===== config.mk =====
export PLATFORM = sky130hd
export DESIGN_NAME = sh4t_cell
export DESIGN_NICKNAME = d
export VERILOG_FILES = /design/src/sv/sh4_mmu_tlb_translate_assert.svh /design/src/sv/sh4t_pkg.sv /design/src/sv/sh4t_cell.sv
export SDC_FILE = /design/constraint.sdc
export NUM_CORES = 1
export LEC_CHECK = 0
export BUFFER_PORTS_ARGS = -buffer_cell sky130_fd_sc_hd__buf_2
export CORE_MARGIN = 4
export CORE_UTILIZATION = 42
export CTS_CLUSTER_DIAMETER = 150
export CTS_CLUSTER_SIZE = 12
export DETAILED_ROUTE_END_ITERATION = 7
export HOLD_SLACK_MARGIN = 0.03
export PLACE_DENSITY = 0.82
export SETUP_SLACK_MARGIN = 0.05
export SKIP_CTS_REPAIR_TIMING = 1
export SYNTH_ARGS = -nofsm -noshare
export SYNTH_HDL_FRONTEND = slang
export SYNTH_SLANG_ARGS = --single-unit

===== constraint.sdc =====
create_clock -name clock -period 2.05 [get_ports clock]
set_input_delay 0.1025 -clock clock [delete_from_list [all_inputs] [get_ports clock]]
set_output_delay 0.1025 -clock clock [all_outputs]
set_load 0.005 [all_outputs]

===== src/sv/sh4_mmu_tlb_translate_assert.svh =====
// Assertion macros for the translation block
`ifndef SH4_MMU_TLB_TRANSLATE_ASSERT_SVH
`define SH4_MMU_TLB_TRANSLATE_ASSERT_SVH

// antecedent in this cycle implies consequent in this cycle
`define SH4T_ASSERT_NOW(label, clk, rst, ante, cons) \
   label: assert property (@(posedge clk) disable iff (rst) (ante) |-> (cons)) \
      else $error("assertion failed");

// antecedent in this cycle implies consequent in the next cycle
`define SH4T_ASSERT_NEXT(label, clk, rst, ante, cons) \
   label: assert property (@(posedge clk) disable iff (rst) (ante) |=> (cons)) \
      else $error("assertion failed");

`endif


===== src/sv/sh4t_pkg.sv =====
// Types, codes and tables shared by the translation block
`timescale 1ns / 1ps
`default_nettype none
package sh4t_pkg;

   localparam int ITLB_ENTRIES = 4;

   localparam logic [2:0] ACT_READ   = 3'd0;
   localparam logic [2:0] ACT_WRITE  = 3'd1;
   localparam logic [2:0] ACT_IFETCH = 3'd2;
   localparam logic [2:0] ACT_SQW    = 3'd3;
   localparam logic [2:0] ACT_LOAD   = 3'd4;

   localparam logic [2:0] ST_OK   = 3'd0;
   localparam logic [2:0] ST_MISS = 3'd1;
   localparam logic [2:0] ST_MHIT = 3'd2;
   localparam logic [2:0] ST_PROT = 3'd3;
   localparam logic [2:0] ST_FW   = 3'd4;
   localparam logic [2:0] ST_BAD  = 3'd5;

   localparam logic [8:0] EV_RMISS = 9'h040;
   localparam logic [8:0] EV_WMISS = 9'h060;
   localparam logic [8:0] EV_FW    = 9'h080;
   localparam logic [8:0] EV_RPROT = 9'h0A0;
   localparam logic [8:0] EV_WPROT = 9'h0C0;
   localparam logic [8:0] EV_RBAD  = 9'h0E0;
   localparam logic [8:0] EV_WBAD  = 9'h100;
   localparam logic [8:0] EV_MHIT  = 9'h140;

   localparam logic [2:0] CSR_TE   = 3'd0;
   localparam logic [2:0] CSR_SVM  = 3'd1;
   localparam logic [2:0] CSR_SQMD = 3'd2;
   localparam logic [2:0] CSR_URB  = 3'd3;
   localparam logic [2:0] CSR_ASID = 3'd4;
   localparam logic [2:0] CSR_ORA  = 3'd5;

   localparam logic [5:0] SQ_AREA  = 6'h38;
   localparam logic [5:0] ORA_AREA = 6'h1F;

   localparam logic [5:0] LRU_SET  [ITLB_ENTRIES] = '{6'h00, 6'h20, 6'h14, 6'h0B};
   localparam logic [5:0] LRU_KEEP [ITLB_ENTRIES] = '{6'h07, 6'h39, 6'h3E, 6'h3F};

   typedef struct packed {
      logic [21:0] vpn;
      logic [7:0]  asid;
      logic [18:0] ppn;
      logic        valid;
      logic [1:0]  size;
      logic        shared;
      logic [1:0]  prot;
      logic        dirty;
   } entry_type;

   typedef struct packed {
      logic [31:0] va;
      logic        priv;
      logic        svm;
      logic [7:0]  asid;
   } lookup_type;

   typedef struct packed {
      logic [2:0]  action;
      logic [31:0] virt_addr;
      logic        privileged;
      logic [5:0]  entry_index;
      logic [21:0] new_vpn;
      logic [7:0]  new_asid;
      logic [18:0] new_ppn;
      logic        new_valid;
      logic [1:0]  new_page_size;
      logic        new_shared;
      logic [1:0]  new_protection;
      logic        new_dirty;
   } req_type;

   typedef struct packed {
      logic [31:0] phys_addr;
      logic [2:0]  status;
      logic [8:0]  event_code;
      logic [5:0]  hit_entry;
   } rsp_type;

   function automatic logic [31:0] size_mask(input logic [1:0] size);
      logic [31:0] m;
      case (size)
         2'd0:    m = 32'hFFFF_FC00;
         2'd1:    m = 32'hFFFF_F000;
         2'd2:    m = 32'hFFFF_0000;
         default: m = 32'hFFF0_0000;
      endcase
      return m;
   endfunction

   function automatic logic [31:0] map_addr(input entry_type e, input logic [31:0] va);
      logic [31:0] m;
      m = size_mask(e.size);
      return ({3'b000, e.ppn, 10'b0} & m) | (va & ~m);
   endfunction

   function automatic logic [1:0] lru_victim(input logic [5:0] lru);
      logic [1:0] v;
      logic       found;
      logic [5:0] key;
      v = 2'd0;
      found = 1'b0;
      for (int e = 0; e < ITLB_ENTRIES; e++) begin
         key = ~LRU_KEEP[e];
         if (!found && ((lru & (key | LRU_SET[e])) == key)) begin
            v = e[1:0];
            found = 1'b1;
         end
      end
      return v;
   endfunction

endpackage
`default_nettype wire


===== src/sv/sh4t_cell.sv =====
// One TLB entry cell: holds the entry and registers its match against the broadcast lookup
`timescale 1ns / 1ps
`default_nettype none
module sh4t_cell (
   input  wire logic               clock,
   input  wire logic               reset,
   input  wire logic               wr_en,
   input  wire sh4t_pkg::entry_type wr_data,
   input  wire sh4t_pkg::lookup_type lookup,
   output sh4t_pkg::entry_type     entry,
   output logic                    hit
);
   import sh4t_pkg::*;

   entry_type   ent_ff;
   logic        valid_ff;
   logic        hit_ff;
   logic        hit_in;
   logic [31:0] m;
   logic        chk;

   always_comb begin
      m      = size_mask(ent_ff.size);
      chk    = !ent_ff.shared && (!lookup.priv || !lookup.svm);
      hit_in = valid_ff && (({ent_ff.vpn, 10'b0} & m) == (lookup.va & m))
               && (!chk || (ent_ff.asid == lookup.asid));
   end

   always_ff @(posedge clock) begin
      if (reset) begin
         valid_ff <= 1'b0;
         hit_ff   <= 1'b0;
      end else begin
         hit_ff <= hit_in;
         if (wr_en) begin
            valid_ff <= wr_data.valid;
         end
      end
      if (wr_en) begin
         ent_ff <= wr_data;
      end
   end

   always_comb begin
      entry       = ent_ff;
      entry.valid = valid_ff;
   end
   assign hit = hit_ff;

endmodule
`default_nettype wire


==> results.md, run 1 <==
* Worst-Margin Slew at ~0.39 ns
* Delay of the slowest critical-path stage at 0.41 ns
* Min Tclk post-route at ~1.6 ns
* Max-slew violations at 0
* Seq/Total Area, Yosys at 0.815
* Worst R2R Path Depth at 4
* Hold Path Stages at 3
* Total power at around 2.7 mW
* Worst rel slew slack at 0.740
* Clk root buf: clkbuf_8
* Worst r2r src: entry[42]$_DFFE_PP_
* Syn avg cell area at 20.1 sq um
* Maxcap violations at 0
* DRC viols at 0
* Power Dens Cells at between 700 and 800 mW/mm^2
* Core Area at ~0.0048 sq mm
* WL final at just under 7000 microns
* Finished Core Util at 0.763
* Crit path max-delay cell type: edfxtp_1
* TritonRoute pass-1 iters at 4
* Hold slack at ~0.015 ns
* Data required, critical path at about 2.3 ns
* Post-synth design cell area at just over 0.002 sq mm
* R2r setup slk at 0.47 ns
* Die H at around 80 microns
* Reg-to-Reg End: hit$_SDFF_PP0_
* CP max FO at 2
* Hold Path Sink: valid_ff$_SDFFE_PP0P_
* Syn Inst Count at between 100 and 150
* Vias/cell at 4.65
* Die width at about 80 microns
* Largest net degree at the start of global routing at 57
* Total CTS buffers at 9
* Fillers at ~290
* Num Clock Sinks at 57
* Site Rows at 25
* Vias in the first global route at 1675
* Fin crit share at 0.768
* Met2 WL post-DR at about 3700 microns
* Clock skew at about 0.003 ns
* CTS tree: done
* Warnings from Yosys at 0
* Syn Nets at around 200
* Initial antenna violation count at 0
* Maximum VDD drop at between 0.5 and 0.6 mV
* Wire per inst at ~18 microns
* Synth unique cells at 15
* Critical Path AT at approximately 1.8 ns
* Met3 Wirelength at approximately 700 microns
* Initial Utilization at 0.436
* Clock Path Buffers at 2
* Worst-Skew Late Latency at ~0.32 ns
* RSZ-0062 raised after global routing: false
* Setup Crit Path Kind: reg2reg
* Final hold viol count at 0
* Max Used Layer: met4
* Port bufs at 147
* HP Start: wr_data[6]
* Full die area at about 0.006 sq mm
* Layout cells sized above 1 at 0.512
* First-pass GRT wire length at around 7800 microns
* Setup violations, final at 0
* DRT met1 WL at about 2300 microns
* Net count, final at 418
* Global Route Usage Sum at 0.177
* Routed vias at ~1800
* Antenna cell count at 0
* GPL Wtd Cong at 0.701
* Critical-path cell list: xor2_1, nor4_2, o211ai_1, a2111oi_2
* Synth Register Bits at 57
* Top Ports at around 160
* Leak Pwr at around 1.6 nW
* CP endpoint kind: flop
* DRT iter0 DRCs at 64
* FMAX at 0.635 GHz
* Status: completed
* Detail Route Antenna Nets at 0
* Layout area overhead at 75.0%
* Worst Hold Class: in2reg
* Max H-tree Level at 3
* CP Launch Point: entry[42]$_DFFE_PP_
* Reg clk slew, reported paths at 0.06 ns
* Detail Placement HPWL at 4120 microns
* GRT overflow at 0
* Setup TNS at 0 ns
* CP Launch Type: flop
## state kept, by name, indices dropped and copies added (netlist names)
register	count
hit	1
entry	55
valid_ff	1
## kinds of logic (layout without fill, tap and decap cells)
| group | after synthesis | in the layout | synth area share |
|---|---|---|---|
| xor gates and xnor gates | 30 | 30 | 0.127 |
| DFF | 57 | 57 | 0.815 |
| and+or+nand+nor | 10 | 10 | 0.0320 |
| AOI/OAI and AO/OA | 4 | 4 | 0.0175 |
| buffers and inverters | 1 | 220 | 0.00362 |
| muxes | 1 | 1 | 0.00483 |
## cell type report
type                       count  area (sq um)  area share
sequential                    57          1690       0.466
timing repair buffer         204          1320       0.363
multi-input combinational     45           375       0.103
clock buffer                  10           128      0.0352
tap                           67          83.8      0.0231
clock inverter                 6          35.0     0.00965
## worst max path at each step
stage,to,slack (ns)
6_report,hit$_SDFF_PP0_,0.47
5_1_grt,hit$_SDFF_PP0_,0.40
4_1_cts,hit$_SDFF_PP0_,0.44
3_5_place_dp,hit$_SDFF_PP0_,0.48
3_3_place_gp,hit$_SDFF_PP0_,0.54
2_1_floorplan,hit$_SDFF_PP0_,0.62
## power by group
group / internal, mW / switching (mW) / total [mW] / leakage, nW
clock network: 0.429 / 0.436 / 0.864 / 0.0818
registers: 1.38 / 0.0496 / 1.43 / 0.555
logic: 0.226 / 0.154 / 0.381 / 0.961
## cell usage after synthesis
cell type  count  area [sq um]
xnor2_1        4          35.0
buf_4          1          7.51
xor2_1        26           228
nand4b_1       1          8.76
edfxtp_1      55          1650
o211ai_1       1          7.51
o21ai_0        1          5.00
mux2i_1        1          10.0
dfxtp_1        2          40.0
a2111oi_2      1          15.0
a221oi_1       1          8.76
nor4_1         5          31.3
nand4_1        1          6.26
nor2_1         2          7.51
nor4_2         1          12.5
## placed cells by master (no fill, tap or decap), types with 2 or more instances in the layout
cell | synthesis | final
nor2_1 | 2 | 2
clkinv_2 | 0 | 4
dlygate4sd3_1 | 0 | 56
xor2_1 | 26 | 26
xnor2_1 | 4 | 4
nor4_1 | 5 | 5
dfxtp_1 | 2 | 2
clkbuf_8 | 0 | 9
edfxtp_1 | 55 | 55
buf_2 | 0 | 147
clkinvlp_4 | 0 | 2
## per-layer routing
| metal | up-vias | GRT usage |
|---|---|---|
| li1 | 823 | - |
| met1 | 869 | 0.154 |
| met2 | 101 | 0.327 |
| met3 | 14 | 0.108 |
| met4 | 0 | 0.0629 |
| met5 | - | 0 |
## metrics by stage
stage                     worst slack, ns  instances  cell area (sq um)
after floorplan                     0.623        103               2070
after global placement              0.545        317               2910
after detailed placement            0.479        317               2910
after CTS                           0.439        333               3070
after global routing                0.395        389               3630
final                               0.475        389               3630
## critical path, delay by kind of cell (launching register included)
family | cells | cell delay, ns
compound gates | 2 | 0.55
simple gates | 1 | 0.33
xor+xnor | 1 | 0.18
flops | 1 | 0.41
No activity file was read; power rests on OpenSTA's default activity.
==> run 2: changes to the inputs <==
CORE_UTILIZATION = 35   (was 42)
PLACE_DENSITY = 0.73   (was 0.82)
clock period = 1.4 ns   (was 2.05 ns; I/O delays follow)
==> run 2 against run 1 <==
  * Largest cell class unchanged
  * Worst setup slack worse by 0.58 ns
  * Utilization down 11 points
  * Fmax up 4.7%
  * Via count fell by 4.3%
  * Worst hold slack improved by 0.081 ns
  * Routed wire length down 4.5%
  * The flow now finishes with violations (setup timing)
  * Register-to-register slack worse by 0.58 ns
  * Non-clock buffer count up 3
  * Final area rose by 1.4%
  * First-iteration DRC count fell by 27%
  * Sequential share of layout area is 0.67 points lower
  * Critical path type unchanged
  * Sequential cell count unchanged
==> results.md, run 2 (synthesized netlist as in run 1, its figures left out) <==
* Largest register FFs at 55 (unchanged)
* Routed vias at 1729 (-4.3%)
* Delay of the slowest critical-path stage at 0.41 ns (about the same)
* Placed cell area at 0.00293 sq mm (+0.73%)
* Site Rows at 27 (+8.0%)
* Worst setup margin at -0.105 ns (-0.580 ns)
* Layout cells sized above 1 at 0.512 (about the same)
* Final hold viol count at 0 (unchanged)
* Detail Route Antenna Nets at 0 (unchanged)
* CTS tree: done
* CP Launch Type: flop
* Setup Crit Path Kind: reg2reg
* Max H-tree Level at 3 (unchanged)
* Die width at 85.0 microns (+8.6%)
* Core Area at 0.00564 sq mm (+19%)
* Design area at 0.00368 sq mm (+1.4%)
* Setup violations, final at 1 (+1)
* Worst rel slew slack at 0.742 (+0.00251)
* Maxcap violations at 0 (unchanged)
* Clock skew at 0.00937 ns (+0.00628 ns)
* Reg clk slew, reported paths at 0.06 ns (about the same)
* CP max FO at 2 (unchanged)
* Crit path max-delay cell type: edfxtp_1
* Detail Placement HPWL at 4180 microns (+1.4%)
* Num Clock Sinks at 57 (unchanged)
* Power Dens Cells at 1110 mW/mm^2 (+51%)
* Leak Pwr at 1.62 nW (+1.7%)
* DRT iter0 DRCs at 47 (-27%)
* Max-slew violations at 0 (unchanged)
* Total CTS buffers at 9 (unchanged)
* Critical Path AT at 1.73 ns (-0.07 ns)
* Data required, critical path at 1.62 ns (-0.65 ns)
* First-pass GRT wire length at 7980 microns (+1.8%)
* Initial antenna violation count at 0 (unchanged)
* Fin crit share at 1.07 (+0.307)
* Fillers at 401 (+38%)
* Initial Utilization at 0.368 (-0.0686)
* GPL Wtd Cong at 0.718 (+2.4%)
* Layout area overhead at 77.5%
* Total power at 4.09 mW (+53%)
* Largest net degree at the start of global routing at 38 (-33%)
* Top Ports at 158 (unchanged)
* CP endpoint kind: flop
* Wire per inst at 16.5 microns (-6.2%)
* Commonest non-fill, non-tap cell in the layout: buf_2
* Min Tclk post-route at 1.50 ns (-0.0702 ns)
* TritonRoute pass-1 iters at 6 (+2)
* Dpl ws at -0.139 ns (-0.618 ns)
* DRC viols at 0 (unchanged)
* Full die area at 0.00722 sq mm (+18%)
* Port bufs at 147 (unchanged)
* Critical-path cell list: xor2_1, nor4_2, o211ai_1, a2111oi_2
* Worst Hold Class: in2reg
* Most frequent cells in the layout: buf_2, dlygate4sd3_1, edfxtp_1, xor2_1, clkbuf_8
* Worst-Skew Late Latency at 0.33 ns (about the same)
* FMAX at 0.665 GHz (+4.7%)
* Status: finished with violations
* Net count, final at 421 (+0.72%)
* Vias in the first global route at 1692 (+1.0%)
* Antenna cell count at 0 (unchanged)
* Worst-Margin Slew at 0.387 ns (-0.00377 ns)
* RSZ-0062 raised after global routing: true
* Global Route Usage Sum at 0.148 (-0.0289)
* Setup TNS at -0.105 ns (-0.105 ns)
* GRT overflow at 0 (unchanged)
* R2r setup slk at -0.10 ns (-0.58 ns)
* Clk root buf: clkbuf_8
* Clock Path Buffers at 2 (unchanged)
* Maximum VDD drop at 1.08 mV (+110%)
* Vias/cell at 4.37 (-6.0%)
* Die H at 85.0 microns (+8.6%)
* WL final at 6530 microns (-4.5%)
* Failing checks: setup timing
==> run 2: cell types whose count changed in the layout (fill, tap and decap cells not counted) <==
cell	previous run	this run
buf_4	0	2
bufinv_16	0	1
clkbuf_1	1	0
clkinv_1	0	1
clkinv_2	4	2
clkinv_4	0	1
clkinvlp_4	2	1
dlygate4sd3_1	56	57
o21ai_0	1	0
o21ai_1	0	1
==> run 2: final timing paths <==
path,startpoint,end,cells past startpoint
worst max-delay path,entry[40]$_DFFE_PP_,hit$_SDFF_PP0_,4
worst min-delay path,lookup[32],hit$_SDFF_PP0_,4
worst max register to register,entry[40]$_DFFE_PP_,hit$_SDFF_PP0_,4
worst min register to register,valid_ff$_SDFFE_PP0P_,hit$_SDFF_PP0_,2
==> run 2: through the flow <==
step | instances | util | hold slack (ns)
floorplan | 103 | - | 0.142
global placement | 324 | 0.519 | 0.237
detailed placement | 324 | 0.519 | 0.247
CTS | 339 | 0.552 | -0.114
global route | 396 | 0.653 | 0.123
finish | 396 | 0.653 | 0.0957
==> run 2: power breakdown <==
part	total (mW)	leakage, nW	switching (mW)	internal [mW]
Clock	1.44	0.0925	0.642	0.801
Combinational	0.559	0.977	0.221	0.338
Sequential	2.09	0.555	0.0671	2.02
==> run 2: final cells by class <==
| class | instances | area (sq um) | area share |
|---|---|---|---|
| flip-flops and latches | 57 | 1690 | 0.459 |
| repair buffers | 207 | 1340 | 0.364 |
| multi-input cells | 45 | 375 | 0.102 |
| clock buffers | 9 | 124 | 0.0336 |
| well taps | 72 | 90.1 | 0.0245 |
| clock inverters | 6 | 60.1 | 0.0163 |
==> run 2: critical path, delay by kind of cell (launching register included) <==
family | cells | cell delay (ns)
and+or+nand+nor | 1 | 0.35
xor gates and xnor gates | 1 | 0.17
DFF | 1 | 0.41
AOI/OAI and AO/OA | 2 | 0.48
==> run 2: layer usage <==
layer,GRT usage,share of wire,vias to the layer above
li1,-,-,827
met1,0.135,0.34,798
met2,0.250,0.53,95
met3,0.0913,0.12,9
met4,0.0849,0.019,0
met5,0,0,-
==> run 3: changes to the inputs <==
--- a/config.mk
+++ b/config.mk
@@ -11,3 +11,3 @@
 export CTS_CLUSTER_DIAMETER = 150
-export CTS_CLUSTER_SIZE = 12
+export CTS_CLUSTER_SIZE = 20
 export DETAILED_ROUTE_END_ITERATION = 7
--- a/constraint.sdc
+++ b/constraint.sdc
@@ -3,2 +3,2 @@
 set_output_delay 0.07 -clock clock [all_outputs]
-set_load 0.005 [all_outputs]
+set_load 0.05 [all_outputs]
==> run 3 against run 2 <==
  * Via count up 2.6%
  * Clock-buffer cell count unchanged
  * Final cell count up 0.25%
  * Sequential share of layout area down 0.37 points
  * The flow still finishes with violations (setup timing)
  * Sequential cell count unchanged
  * Largest cell class unchanged
  * Critical path type unchanged
  * Non-clock buffer count unchanged
  * Critical endpoint unchanged
==> results.md, run 3 (synthesized netlist as in run 1, its figures left out) <==
* Setup TNS at -0.122 ns (-0.0172 ns)
* Dpl ws at -0.0980 ns (+0.0413 ns)
* Initial Utilization at 0.368 (unchanged)
* TritonRoute pass-1 iters at 4 (-2)
* Net count, final at 421 (unchanged)
* Top Ports at 158 (unchanged)
* Clock Path Buffers at 2 (unchanged)
* DRC viols at 0 (unchanged)
* Wire per inst at 16.8 microns (+1.7%)
* Port bufs at 147 (unchanged)
* CP max FO at 2 (unchanged)
* Layout area overhead at 79.0%
* Routed vias at 1774 (+2.6%)
* DRT iter0 DRCs at 59 (+26%)
* Most frequent cells in the layout: buf_2, dlygate4sd3_1, edfxtp_1, xor2_1, clkbuf_8
* Vias/cell at 4.47 (+2.3%)
* RSZ-0062 raised after global routing: true
* Clk root buf: clkbuf_8
* Die width at 85.0 microns (unchanged)
* Max-slew violations at 0 (unchanged)
* GRT overflow at 0 (unchanged)
* Initial antenna violation count at 0 (unchanged)
* Antenna cell count at 0 (unchanged)
* GPL Wtd Cong at 0.721 (+0.38%)
* M1 GR Usage at 0.154 (+0.0188)
* Clock skew at 0.0140 ns (+0.00462 ns)
* Busiest grt layer: met2
* Detail Route Antenna Nets at 0 (unchanged)
* Worst-Skew Late Latency at 0.34 ns (about the same)
* Critical Path AT at 1.75 ns (+0.02 ns)
* Site Rows at 27 (unchanged)
* Failing checks: setup timing
* Met2 usage at 0.261 (+0.0106)
* Power Dens Cells at 1240 mW/mm^2 (+12%)
* Total CTS buffers at 9 (unchanged)
* Max H-tree Level at 3 (unchanged)
* Reg clk slew, reported paths at 0.07 ns (about the same)
* Num Clock Sinks at 57 (unchanged)
* Vias in the first global route at 1713 (+1.2%)
* Setup violations, final at 1 (unchanged)
* Largest register FFs at 55 (unchanged)
* Area taken by multi-input logic gates at 382 sq um (+1.7%)
* CP endpoint kind: flop
* Commonest non-fill, non-tap cell in the layout: buf_2
* Grt met3 use at 0.100 (+0.00874)
* Worst-Margin Slew at 0.402 ns (+0.0149 ns)
* Core Area at 0.00564 sq mm (unchanged)
* Maximum VDD drop at 0.915 mV (-15%)
* Design area at 0.00371 sq mm (+0.82%)
* Status: finished with violations
* Setup Crit Path Kind: reg2reg
* Leak Pwr at 1.63 nW (+0.22%)
* Placed cell area at 0.00294 sq mm (+0.43%)
* Worst setup margin at -0.122 ns (-0.0172 ns)
* Final hold viol count at 0 (unchanged)
* Data required, critical path at 1.62 ns (about the same)
* WL final at 6660 microns (+2.0%)
* FMAX at 0.657 GHz (-1.1%)
* Detail Placement HPWL at 4450 microns (+6.4%)
* Worst Hold Class: in2reg
* Fillers at 396 (-1.2%)
* Min Tclk post-route at 1.52 ns (+0.0172 ns)
* Maxcap violations at 0 (unchanged)
* Worst rel slew slack at 0.732 (-0.00993)
* Full die area at 0.00722 sq mm (unchanged)
* CP Launch Type: flop
* Largest net degree at the start of global routing at 21 (-45%)
* Die H at 85.0 microns (unchanged)
* Layout cells sized above 1 at 0.517 (+0.00458)
* CTS tree: done
* Global Route Usage Sum at 0.158 (+0.0100)
* First-pass GRT wire length at 8440 microns (+5.8%)
* FF/Latch Area at 0.00169 sq mm (unchanged)
* Fin crit share at 1.09 (+0.0123)
==> run 3: critical path: stages (launching register included) <==
cell       delay (ns)
edfxtp_1         0.42
xor2_1           0.17
nor4_2           0.35
o211ai_1         0.17
a2111oi_2        0.31
==> run 3: worst paths after layout <==
path / start / endpoint / slack (ns) / cells after the start
setup / recovery: entry[40]$_DFFE_PP_ / hit$_SDFF_PP0_ / -0.12 / 4
setup reg to reg: entry[40]$_DFFE_PP_ / hit$_SDFF_PP0_ / -0.12 / 4
hold / removal: lookup[41] / hit$_SDFF_PP0_ / 0.11 / 4
hold reg to reg: valid_ff$_SDFFE_PP0P_ / valid_ff$_SDFFE_PP0P_ / 0.56 / 2
==> run 3: cell type report <==
| class | count | area share |
|---|---|---|
| Clock buffer | 9 | 0.0334 |
| Sequential cell | 57 | 0.456 |
| Timing Repair Buffer | 207 | 0.365 |
| Clock inverter | 7 | 0.0192 |
| Multi-Input combinational cell | 45 | 0.103 |
| Tap cell | 72 | 0.0243 |
==> run 3: report_power, final <==
part / internal (mW) / leakage [nW] / switching [mW]
registers: 2.02 / 0.555 / 0.0694
logic: 0.345 / 0.980 / 0.661
clock network: 0.817 / 0.0929 / 0.692
total: 3.18 / 1.63 / 1.42
==> run 3: metal layers <==
metal  part of all wire  vias to the layer above  wire length [microns]
li1                   -                      830                      -
met1               0.35                      828                   2330
met2               0.53                      109                   3510
met3               0.11                        7                    704
met4              0.017                        0                    113
met5                  0                        -                      0
==> run 3: metrics by stage <==
step,utilization,cells,hold WS [ns],power [mW]
finish,0.658,397,0.110,4.60
global route,0.658,397,0.122,4.80
CTS,0.556,340,-0.106,4.48
detailed placement,0.521,324,0.248,2.99
global placement,0.521,324,0.237,2.98
floorplan,-,103,0.142,2.67
